$ cat src/rtl/pngse_pkg.sv
`timescale 1ns / 1ps

package pngse_pkg;

	localparam int MaxSide = 4096;
	localparam int SideW = 13;
	localparam int RawW = 27;
	localparam logic [15:0] BlockMax = 16'hFFFF;
	localparam logic [16:0] AdlerMod = 17'd65521;
	localparam logic [31:0] CrcPoly = 32'hEDB88320;
	localparam int CallLimit = 58;

	localparam logic RegWidth = 1'b0;
	localparam logic RegHeight = 1'b1;

	localparam logic [7:0] SigBytes [8] = '{8'h89, 8'h50, 8'h4E, 8'h47, 8'h0D, 8'h0A, 8'h1A, 8'h0A};

	typedef enum logic [7:0] {
		S_IDLE  = 8'b0000_0001,
		S_LATCH = 8'b0000_0010,
		S_MUL   = 8'b0000_0100,
		S_DIV   = 8'b0000_1000,
		S_IDAT  = 8'b0001_0000,
		S_HDR   = 8'b0010_0000,
		S_RAW   = 8'b0100_0000,
		S_TAIL  = 8'b1000_0000
	} state_t;

	function automatic logic [31:0] crc_byte(input logic [31:0] crc, input logic [7:0] b);
		logic [31:0] c;
		c = crc ^ {24'd0, b};
		for (int i = 0; i < 8; i++) begin
			c = (c >> 1) ^ (CrcPoly & {32{c[0]}});
		end
		return c;
	endfunction

	function automatic logic [7:0] be_byte(input logic [31:0] v, input logic [1:0] sel);
		logic [7:0] r;
		case (sel)
			2'd0: r = v[31:24];
			2'd1: r = v[23:16];
			2'd2: r = v[15:8];
			default: r = v[7:0];
		endcase
		return r;
	endfunction

	function automatic logic [SideW-1:0] clamp_side(input logic [SideW-1:0] v);
		logic [SideW-1:0] r;
		if (v == '0) begin
			r = SideW'(1);
		end else if (v > SideW'(MaxSide)) begin
			r = SideW'(MaxSide);
		end else begin
			r = v;
		end
		return r;
	endfunction

endpackage

$ cat src/rtl/png_stored_image_encoder_core.sv
`timescale 1ns / 1ps

// Streams a complete PNG file (signature, IHDR for 8-bit RGBA, one IDAT chunk of stored
// deflate blocks with zlib header and Adler-32 trailer, IEND) one byte per beat from ARGB
// pixels given in row-major order. The first pixel of a file latches image_width and
// image_height (0 counts as 1, above 4096 as 4096); writes later take effect at the next
// file. A single byte sequencer sharing one CRC-32 byte unit and one Adler-32 adder emits
// at most one byte per cycle while byte_ready allows; a pixel gives four bytes (five when
// it opens a row), plus five for each stored block header; the first pixel of a file adds
// 43 bytes of headers and the last one 20 of trailer. A call gives at most 58 bytes; the
// 1x1 image spills its last 15 bytes into the next pixel beat, whose pixel is ignored.
module png_stored_image_encoder_core (
	input  logic        clk,
	input  logic        arst_n,
	input  logic        cfg_en,
	input  logic        cfg_addr,
	input  logic [12:0] cfg_data,
	input  logic        pixel_valid,
	output logic        pixel_ready,
	input  logic [31:0] pixel_argb,
	output logic        byte_valid,
	input  logic        byte_ready,
	output logic [7:0]  out_byte,
	output logic        run_last,
	output logic        file_end
);

	pngse_pkg::state_t state_q, nxt_state, resume_q;

	logic [12:0] width_q, height_q, lat_w_q, lat_h_q, col_q;
	logic [26:0] raw_q, raw_rem_q;
	logic [10:0] blk_q;
	logic [31:0] idat_q, crc_q, px_q;
	logic [15:0] bo_q, adl_lo_q, adl_hi_q;
	logic        hdr_sent_q, pend_q;
	logic [5:0]  idx_q, cnt_q;
	logic [2:0]  k_q, bh_q;
	logic        bv_q;

	logic        emit, upd, rst_crc, last_nat, fend, fire, cut, need_bh, is_data;
	logic [7:0]  b;
	logic [15:0] len16;
	logic [31:0] crc_base;
	logic [27:0] y, ysum;
	logic [16:0] lo_sum, hi_sum;
	logic [15:0] lo_n, hi_n;

	assign pixel_ready = (state_q == pngse_pkg::S_IDLE);
	assign byte_valid = bv_q;

	assign len16 = (raw_rem_q > 27'(pngse_pkg::BlockMax)) ? pngse_pkg::BlockMax : raw_rem_q[15:0];
	assign need_bh = (bo_q == 16'd0) && (bh_q < 3'd5);
	assign y = 28'(raw_q) + 28'd65534;
	assign ysum = y + (y >> 16) + 28'd1;

	always_comb begin
		emit = 1'b0;
		upd = 1'b0;
		rst_crc = 1'b0;
		last_nat = 1'b0;
		fend = 1'b0;
		is_data = 1'b0;
		b = 8'd0;
		case (state_q)
			pngse_pkg::S_HDR: begin
				emit = 1'b1;
				upd = ((idx_q >= 6'd12) && (idx_q <= 6'd28)) || (idx_q >= 6'd37);
				rst_crc = (idx_q == 6'd12) || (idx_q == 6'd37);
				case (idx_q)
					6'd0, 6'd1, 6'd2, 6'd3, 6'd4, 6'd5, 6'd6, 6'd7:
						b = pngse_pkg::SigBytes[idx_q[2:0]];
					6'd11: b = 8'h0D;
					6'd12: b = 8'h49;
					6'd13: b = 8'h48;
					6'd14: b = 8'h44;
					6'd15: b = 8'h52;
					6'd16, 6'd17, 6'd18, 6'd19:
						b = pngse_pkg::be_byte({19'd0, lat_w_q}, idx_q[1:0]);
					6'd20, 6'd21, 6'd22, 6'd23:
						b = pngse_pkg::be_byte({19'd0, lat_h_q}, idx_q[1:0]);
					6'd24: b = 8'd8;
					6'd25: b = 8'd6;
					6'd29, 6'd30, 6'd31, 6'd32:
						b = pngse_pkg::be_byte(~crc_q, 2'(idx_q - 6'd29));
					6'd33, 6'd34, 6'd35, 6'd36:
						b = pngse_pkg::be_byte(idat_q, 2'(idx_q - 6'd33));
					6'd37: b = 8'h49;
					6'd38: b = 8'h44;
					6'd39: b = 8'h41;
					6'd40: b = 8'h54;
					6'd41: b = 8'h78;
					6'd42: b = 8'h01;
					default: b = 8'd0;
				endcase
			end
			pngse_pkg::S_RAW: begin
				emit = 1'b1;
				upd = 1'b1;
				if (need_bh) begin
					case (bh_q)
						3'd0: b = {7'd0, raw_rem_q <= 27'(pngse_pkg::BlockMax)};
						3'd1: b = len16[7:0];
						3'd2: b = len16[15:8];
						3'd3: b = ~len16[7:0];
						default: b = ~len16[15:8];
					endcase
				end else begin
					is_data = 1'b1;
					case (k_q)
						3'd1: b = px_q[23:16];
						3'd2: b = px_q[15:8];
						3'd3: b = px_q[7:0];
						3'd4: b = px_q[31:24];
						default: b = 8'd0;
					endcase
					last_nat = (k_q == 3'd4) && (raw_rem_q != 27'd1);
				end
			end
			pngse_pkg::S_TAIL: begin
				emit = 1'b1;
				upd = (idx_q <= 6'd3) || ((idx_q >= 6'd12) && (idx_q <= 6'd15));
				rst_crc = (idx_q == 6'd12);
				case (idx_q)
					6'd0, 6'd1, 6'd2, 6'd3:
						b = pngse_pkg::be_byte({adl_hi_q, adl_lo_q}, idx_q[1:0]);
					6'd4, 6'd5, 6'd6, 6'd7:
						b = pngse_pkg::be_byte(~crc_q, idx_q[1:0]);
					6'd12: b = 8'h49;
					6'd13: b = 8'h45;
					6'd14: b = 8'h4E;
					6'd15: b = 8'h44;
					6'd16, 6'd17, 6'd18, 6'd19:
						b = pngse_pkg::be_byte(~crc_q, idx_q[1:0]);
					default: b = 8'd0;
				endcase
				last_nat = (idx_q == 6'd19);
				fend = (idx_q == 6'd19);
			end
			default: begin
				emit = 1'b0;
			end
		endcase
	end

	assign fire = emit && (!bv_q || byte_ready);
	assign cut = fire && !last_nat && (cnt_q == 6'(pngse_pkg::CallLimit - 1));
	assign crc_base = rst_crc ? 32'hFFFFFFFF : crc_q;

	assign lo_sum = {1'b0, adl_lo_q} + {9'd0, b};
	assign lo_n = (lo_sum >= pngse_pkg::AdlerMod) ? 16'(lo_sum - pngse_pkg::AdlerMod)
		: lo_sum[15:0];
	assign hi_sum = {1'b0, adl_hi_q} + {1'b0, lo_n};
	assign hi_n = (hi_sum >= pngse_pkg::AdlerMod) ? 16'(hi_sum - pngse_pkg::AdlerMod)
		: hi_sum[15:0];

	always_comb begin
		nxt_state = state_q;
		case (state_q)
			pngse_pkg::S_HDR: if (idx_q == 6'd42) nxt_state = pngse_pkg::S_RAW;
			pngse_pkg::S_RAW: begin
				if (is_data && (k_q == 3'd4)) begin
					nxt_state = (raw_rem_q == 27'd1) ? pngse_pkg::S_TAIL : pngse_pkg::S_IDLE;
				end
			end
			pngse_pkg::S_TAIL: if (idx_q == 6'd19) nxt_state = pngse_pkg::S_IDLE;
			default: nxt_state = state_q;
		endcase
	end

	always_ff @(posedge clk or negedge arst_n) begin
		if (!arst_n) begin
			width_q <= 13'd1;
			height_q <= 13'd1;
		end else if (cfg_en) begin
			if (cfg_addr == pngse_pkg::RegHeight) height_q <= cfg_data;
			else width_q <= cfg_data;
		end
	end

	always_ff @(posedge clk or negedge arst_n) begin
		if (!arst_n) begin
			state_q <= pngse_pkg::S_IDLE;
			resume_q <= pngse_pkg::S_IDLE;
			pend_q <= 1'b0;
			hdr_sent_q <= 1'b0;
			bv_q <= 1'b0;
			cnt_q <= '0;
			idx_q <= '0;
			k_q <= '0;
			bh_q <= '0;
			col_q <= '0;
			bo_q <= '0;
			raw_rem_q <= '0;
			adl_lo_q <= 16'd1;
			adl_hi_q <= '0;
			crc_q <= 32'hFFFFFFFF;
			lat_w_q <= 13'd1;
			lat_h_q <= 13'd1;
		end else begin
			if (fire) begin
				bv_q <= 1'b1;
			end else if (byte_ready) begin
				bv_q <= 1'b0;
			end
			case (state_q)
				pngse_pkg::S_IDLE: begin
					if (pixel_valid) begin
						cnt_q <= '0;
						if (pend_q) begin
							pend_q <= 1'b0;
							state_q <= resume_q;
						end else if (!hdr_sent_q) begin
							state_q <= pngse_pkg::S_LATCH;
						end else begin
							state_q <= pngse_pkg::S_RAW;
							k_q <= (col_q == '0) ? 3'd0 : 3'd1;
							bh_q <= '0;
						end
					end
				end
				pngse_pkg::S_LATCH: begin
					lat_w_q <= pngse_pkg::clamp_side(width_q);
					lat_h_q <= pngse_pkg::clamp_side(height_q);
					col_q <= '0;
					bo_q <= '0;
					adl_lo_q <= 16'd1;
					adl_hi_q <= '0;
					state_q <= pngse_pkg::S_MUL;
				end
				pngse_pkg::S_MUL: state_q <= pngse_pkg::S_DIV;
				pngse_pkg::S_DIV: state_q <= pngse_pkg::S_IDAT;
				pngse_pkg::S_IDAT: begin
					raw_rem_q <= raw_q;
					hdr_sent_q <= 1'b1;
					idx_q <= '0;
					k_q <= '0;
					bh_q <= '0;
					state_q <= pngse_pkg::S_HDR;
				end
				default: begin
					if (fire) begin
						cnt_q <= cnt_q + 6'd1;
						if (upd) crc_q <= pngse_pkg::crc_byte(crc_base, b);
						idx_q <= (nxt_state != state_q) ? 6'd0 : idx_q + 6'd1;
						if (state_q == pngse_pkg::S_RAW) begin
							if (!is_data) begin
								bh_q <= bh_q + 3'd1;
							end else begin
								bh_q <= '0;
								k_q <= k_q + 3'd1;
								adl_lo_q <= lo_n;
								adl_hi_q <= hi_n;
								raw_rem_q <= raw_rem_q - 27'd1;
								bo_q <= (bo_q == pngse_pkg::BlockMax - 16'd1) ? 16'd0
									: bo_q + 16'd1;
								if (k_q == 3'd4) begin
									col_q <= (col_q + 13'd1 >= lat_w_q) ? 13'd0 : col_q + 13'd1;
								end
							end
						end
						if (state_q == pngse_pkg::S_TAIL && idx_q == 6'd19) begin
							hdr_sent_q <= 1'b0;
						end
						if (cut) begin
							pend_q <= 1'b1;
							resume_q <= nxt_state;
							state_q <= pngse_pkg::S_IDLE;
						end else begin
							state_q <= nxt_state;
						end
					end
				end
			endcase
		end
	end

	always_ff @(posedge clk) begin
		if (pixel_valid && pixel_ready && !pend_q) px_q <= pixel_argb;
		if (state_q == pngse_pkg::S_MUL) begin
			raw_q <= 27'(lat_h_q * {lat_w_q, 2'b01});
		end
		if (state_q == pngse_pkg::S_DIV) blk_q <= ysum[26:16];
		if (state_q == pngse_pkg::S_IDAT) begin
			idat_q <= 32'd6 + 32'(raw_q) + 32'({blk_q, 2'b00}) + 32'(blk_q);
		end
		if (fire) begin
			out_byte <= b;
			run_last <= last_nat || cut;
			file_end <= fend;
		end
	end

endmodule
$ cat config.mk
export PLATFORM = sky130hd
export DESIGN_NAME = png_stored_image_encoder_core
export DESIGN_NICKNAME = d
export VERILOG_FILES = /design/src/rtl/pngse_pkg.sv /design/src/rtl/png_stored_image_encoder_core.sv
export SDC_FILE = /design/constraint.sdc
export NUM_CORES = 1
export LEC_CHECK = 0
export BUFFER_PORTS_ARGS = -buffer_cell sky130_fd_sc_hd__buf_2
export CAP_MARGIN = 20
export CORE_UTILIZATION = 50
export CTS_BUF_LIST = sky130_fd_sc_hd__clkbuf_4 sky130_fd_sc_hd__clkbuf_8
export CTS_CLUSTER_SIZE = 28
export DETAILED_ROUTE_END_ITERATION = 10
export GPL_TIMING_DRIVEN = 1
export PLACE_DENSITY = 0.68
export SLEW_MARGIN = 25
export SYNTH_ARGS = -nofsm -noshare
export SYNTH_HDL_FRONTEND = slang
export SYNTH_SLANG_ARGS = --single-unit
$ cat constraint.sdc
create_clock -name clk -period 11.2 [get_ports clk]
set_input_delay 0 -clock clk [delete_from_list [all_inputs] [get_ports clk]]
set_output_delay 0 -clock clk [all_outputs]
set_load 0.005 [all_outputs]
==> flow_summary.yaml <==
critical_path:
  cpPeakStageDelay_ns: 0.75
  timing.rr.end: "adl_hi_q[13]"
  start_kind: "register"
  reg2reg_slack_ns: 0.86
  worstPathRequired_ns: 11.75
  r2r_start: "idx_q[1]"
  cp_data_arrival_time_ns: 10.89
  crit_fanout: 20
  cp-end-kind: "register"
  worstSetupPathType: "register to register"
  cp_common_cell: "xnor2_1"
  cp_slowest_cell: "or4_2"
  rr_worst_depth: 35
timing:
  setup_viol: 0
  rsz0062_at_grt: "no"
  skew_ns: 0.0226
  slew_headroom_pct: 35.3
  layout_min_cycle_time_ns: 10.34
  final.setup.tns_ns: 0
  fin_ws_ns: 0.864
  hold_viol_final: 0
  period_share_pct: 92.3
  slew_violations: 0
  fmax_mhz: 96.7
  tightest_slew_ns: 0.969
placed_design:
  dp_hpwl_um: 56800
  dp_slack_ns: 0.674
  gp_congestion: 0.942
  port-buffer-count: 62
  dp.cells: 3517
power_and_ir_drop:
  ir_drop_v: 0.000123
  power_density_mw_per_mm2: 85.7
  total_power_mw: 2.51
  leakagePower_nw: 12.8
finish:
  insertedDiodeCount: 0
  area_growth_pct: 10.4
  nets: 3319
  drive_gt1_share_pct: 11.2
  fin_cells: 3679
cts:
  cts_buffers: 58
  tritoncts: "built"
  cts-root-buf: "clkbuf_8"
  cts_buffer_depth: 3
  worstSkewPairLatency_ns: 0.66
  cts.clk_slew.worst_paths_ns: 0.07
  clock_sinks: 317
  h-tree-depth: 2
route:
  routedWlPerCell_um: 20.7
  vias: 21767
  routed_wirelength_um: 76300
  ant_nets: 0
  dr.pass1.iters: 6
  drt_iter0_drc: 1709
  route.detailed.drc: 0
  routed_via_density: 5.92
yosys:
  synth_edf_count: 108
  synthAdderAreaFrac_pct: 19.5
  synth_seq_cells: 317
  synthXorXnorAreaFrac_pct: 8.18
  yosys.cell_types.count: 102
  synthArstFlopShare_pct: 65.9
  syn_area_per_cell_um2: 9.25
  synth_compound_area_share_pct: 15.0
  synth_ff_type: "dfrtp_1"
  yosys.area.top_type_share_pct: 16.0
  syn-instance-count: 2868
  synthesis.area_mm2: 0.0265
  yosysSeqAreaShare_pct: 32.1
  muxShareOfSynthArea_pct: 1.65
  ys_warn_count: 0
  synth_top_family_by_area: "adder cells"
  syn_nets: 3245
  yosys.area_share.simple_pct: 17.6
  yosysTopAreaCell: "dfrtp_1"
  ys_top_cells_by_area: "dfrtp_1 (16%), edfxtp_1 (12%), fa_1 (11%)"
floorplanning:
  pin_count: 63
  coreArea_mm2: 0.0526
  die_y_um: 232
  num_rows: 84
  dieArea_mm2: 0.0540
  initial_core_util_pct: 50.5
  die_width_um: 232
flow_run:
  drv_cap: 0
grt:
  grt_pass1_wl_um: 120000
  grt_max_degree: 81
  grt_pass1_vias: 21947
  antenna_found_initial: 0
  grt_usage_pct: 28.5
  overflow: 0
hold_path:
  hold-path-endpoint: "px_q[21]"
  worstHoldPathCells: 2
  hold_class: "primary input to register"
  min_from: "pixel_argb[21]"
status:
  status: "complete, no violations"
## metrics by stage
step	hold slack (ns)	utilization, %	instance area, um^2
after floorplan	-0.296	-	26500
after global placement	0.107	52.2	27400
after detailed placement	0.118	52.2	27400
after CTS	0.00689	55.7	29300
after global routing	0.0231	55.8	29300
final	0.0532	55.8	29300
## power by group
part | switching (mW) | internal, mW | total (mW)
logic | 0.0299 | 0.0325 | 0.0624
clock network | 0.516 | 0.708 | 1.22
registers | 0.0135 | 1.21 | 1.22
total | 0.559 | 1.95 | 2.51
## cell usage after synthesis (18+ instances only)
master    number
a22o_1        26
nand2b_1      22
a21oi_1      124
nor2_1       203
dfrtp_1      170
nand4_1       28
edfxtp_1     108
a21o_1        25
ha_1         184
nor2b_1       45
nand3_1       64
xor2_1        76
mux2_2        30
nand2_1      311
o31ai_1       18
xnor2_1      143
fa_1         142
and2_1        88
nor3_1        52
a31oi_1       19
nor4_1        30
clkbuf_1     111
a211oi_1      21
and3_1        25
o21ai_0      168
inv_1        271
dfstp_2       39
## how the worst max path moves through the flow
stage	from	end	slack (ns)	cells after the start
2_1_floorplan	idx_q[0]	adl_hi_q[6]	1.85	37
3_3_place_gp	idx_q[0]	adl_hi_q[9]	0.95	35
3_5_place_dp	idx_q[1]	adl_hi_q[13]	0.67	35
4_1_cts	idx_q[0]	adl_hi_q[9]	0.64	35
5_1_grt	idx_q[1]	adl_hi_q[13]	0.11	35
6_report	idx_q[1]	adl_hi_q[13]	0.86	35
## worst max-delay path, delay by kind of cell (launching register included)
kind,cells,cell delay (ns)
compound gates,14,4.19
xor+xnor,4,0.84
fa+ha+maj,5,1.75
buf+inv,4,0.56
flops,1,0.47
simple gates,8,2.42
## cells by family after synthesis
logic type               Yosys count
AO/OA/AOI/OAI                    598
flip-flops                       317
buffers and inverters            403
AND/OR/NAND/NOR                  952
multiplexers                      40
XOR/XNOR                         230
adder cells (fa/ha/maj)          328
## sequential cells by signal, summed over array words and instances, names as in the netlist, 6 cells and up
name       count
col_q         13
adl_lo_q      16
adl_hi_q      16
crc_q         32
lat_h_q       13
height_q      13
bo_q          16
raw_rem_q     27
cnt_q          6
idx_q          6
out_byte       8
px_q          32
width_q       13
raw_q         27
idat_q        28
blk_q         11
lat_w_q       13
resume_q       8
state_q        8
## layout make-up
type,instances,area (um^2)
repair buffers,146,1090
clock inverters,9,88.8
clock buffers,100,1220
multi-input cells,2148,16500
fillers,4647,23300
inverters,271,1020
well taps,688,861
flip-flops and latches,317,8520
## cell usage in the layout, fill, tap and decap left out, drive strengths merged, types with 16 or more instances in the layout
cell	n
a31oi	20
mux2	30
dfrtp	170
dfstp	39
nand2	311
nor4	34
buf	94
a22o	26
and2	89
xnor2	146
o21ai	171
o21a	16
ha	184
nand4	28
dlygate4sd3	52
and3	25
inv	274
a211oi	22
nor3	53
o31ai	18
a22oi	17
nor2b	45
nand2b	22
xor2	83
edfxtp	108
fa	142
a21oi	124
clkbuf	100
a21o	25
a2111oi	18
nor2	203
nand3	66
## timing repair
item | 4_1_cts | 5_1_grt
endpoints found under the setup margin | 0 | 9
buffers inserted | 0 | 0
resized for setup | 0 | 4
hold buffers | 52 | 1
hold endpoints to repair | 177 | 13
## per-layer routing
layer,part of all wire [%],wire length [um],track usage [%]
met3,5.4,4150,4.01
met1,41,31200,36.0
met4,4.3,3280,11.9
met5,0,0,0
met2,49,37600,48.6
(Power assumes the default switching activity.)
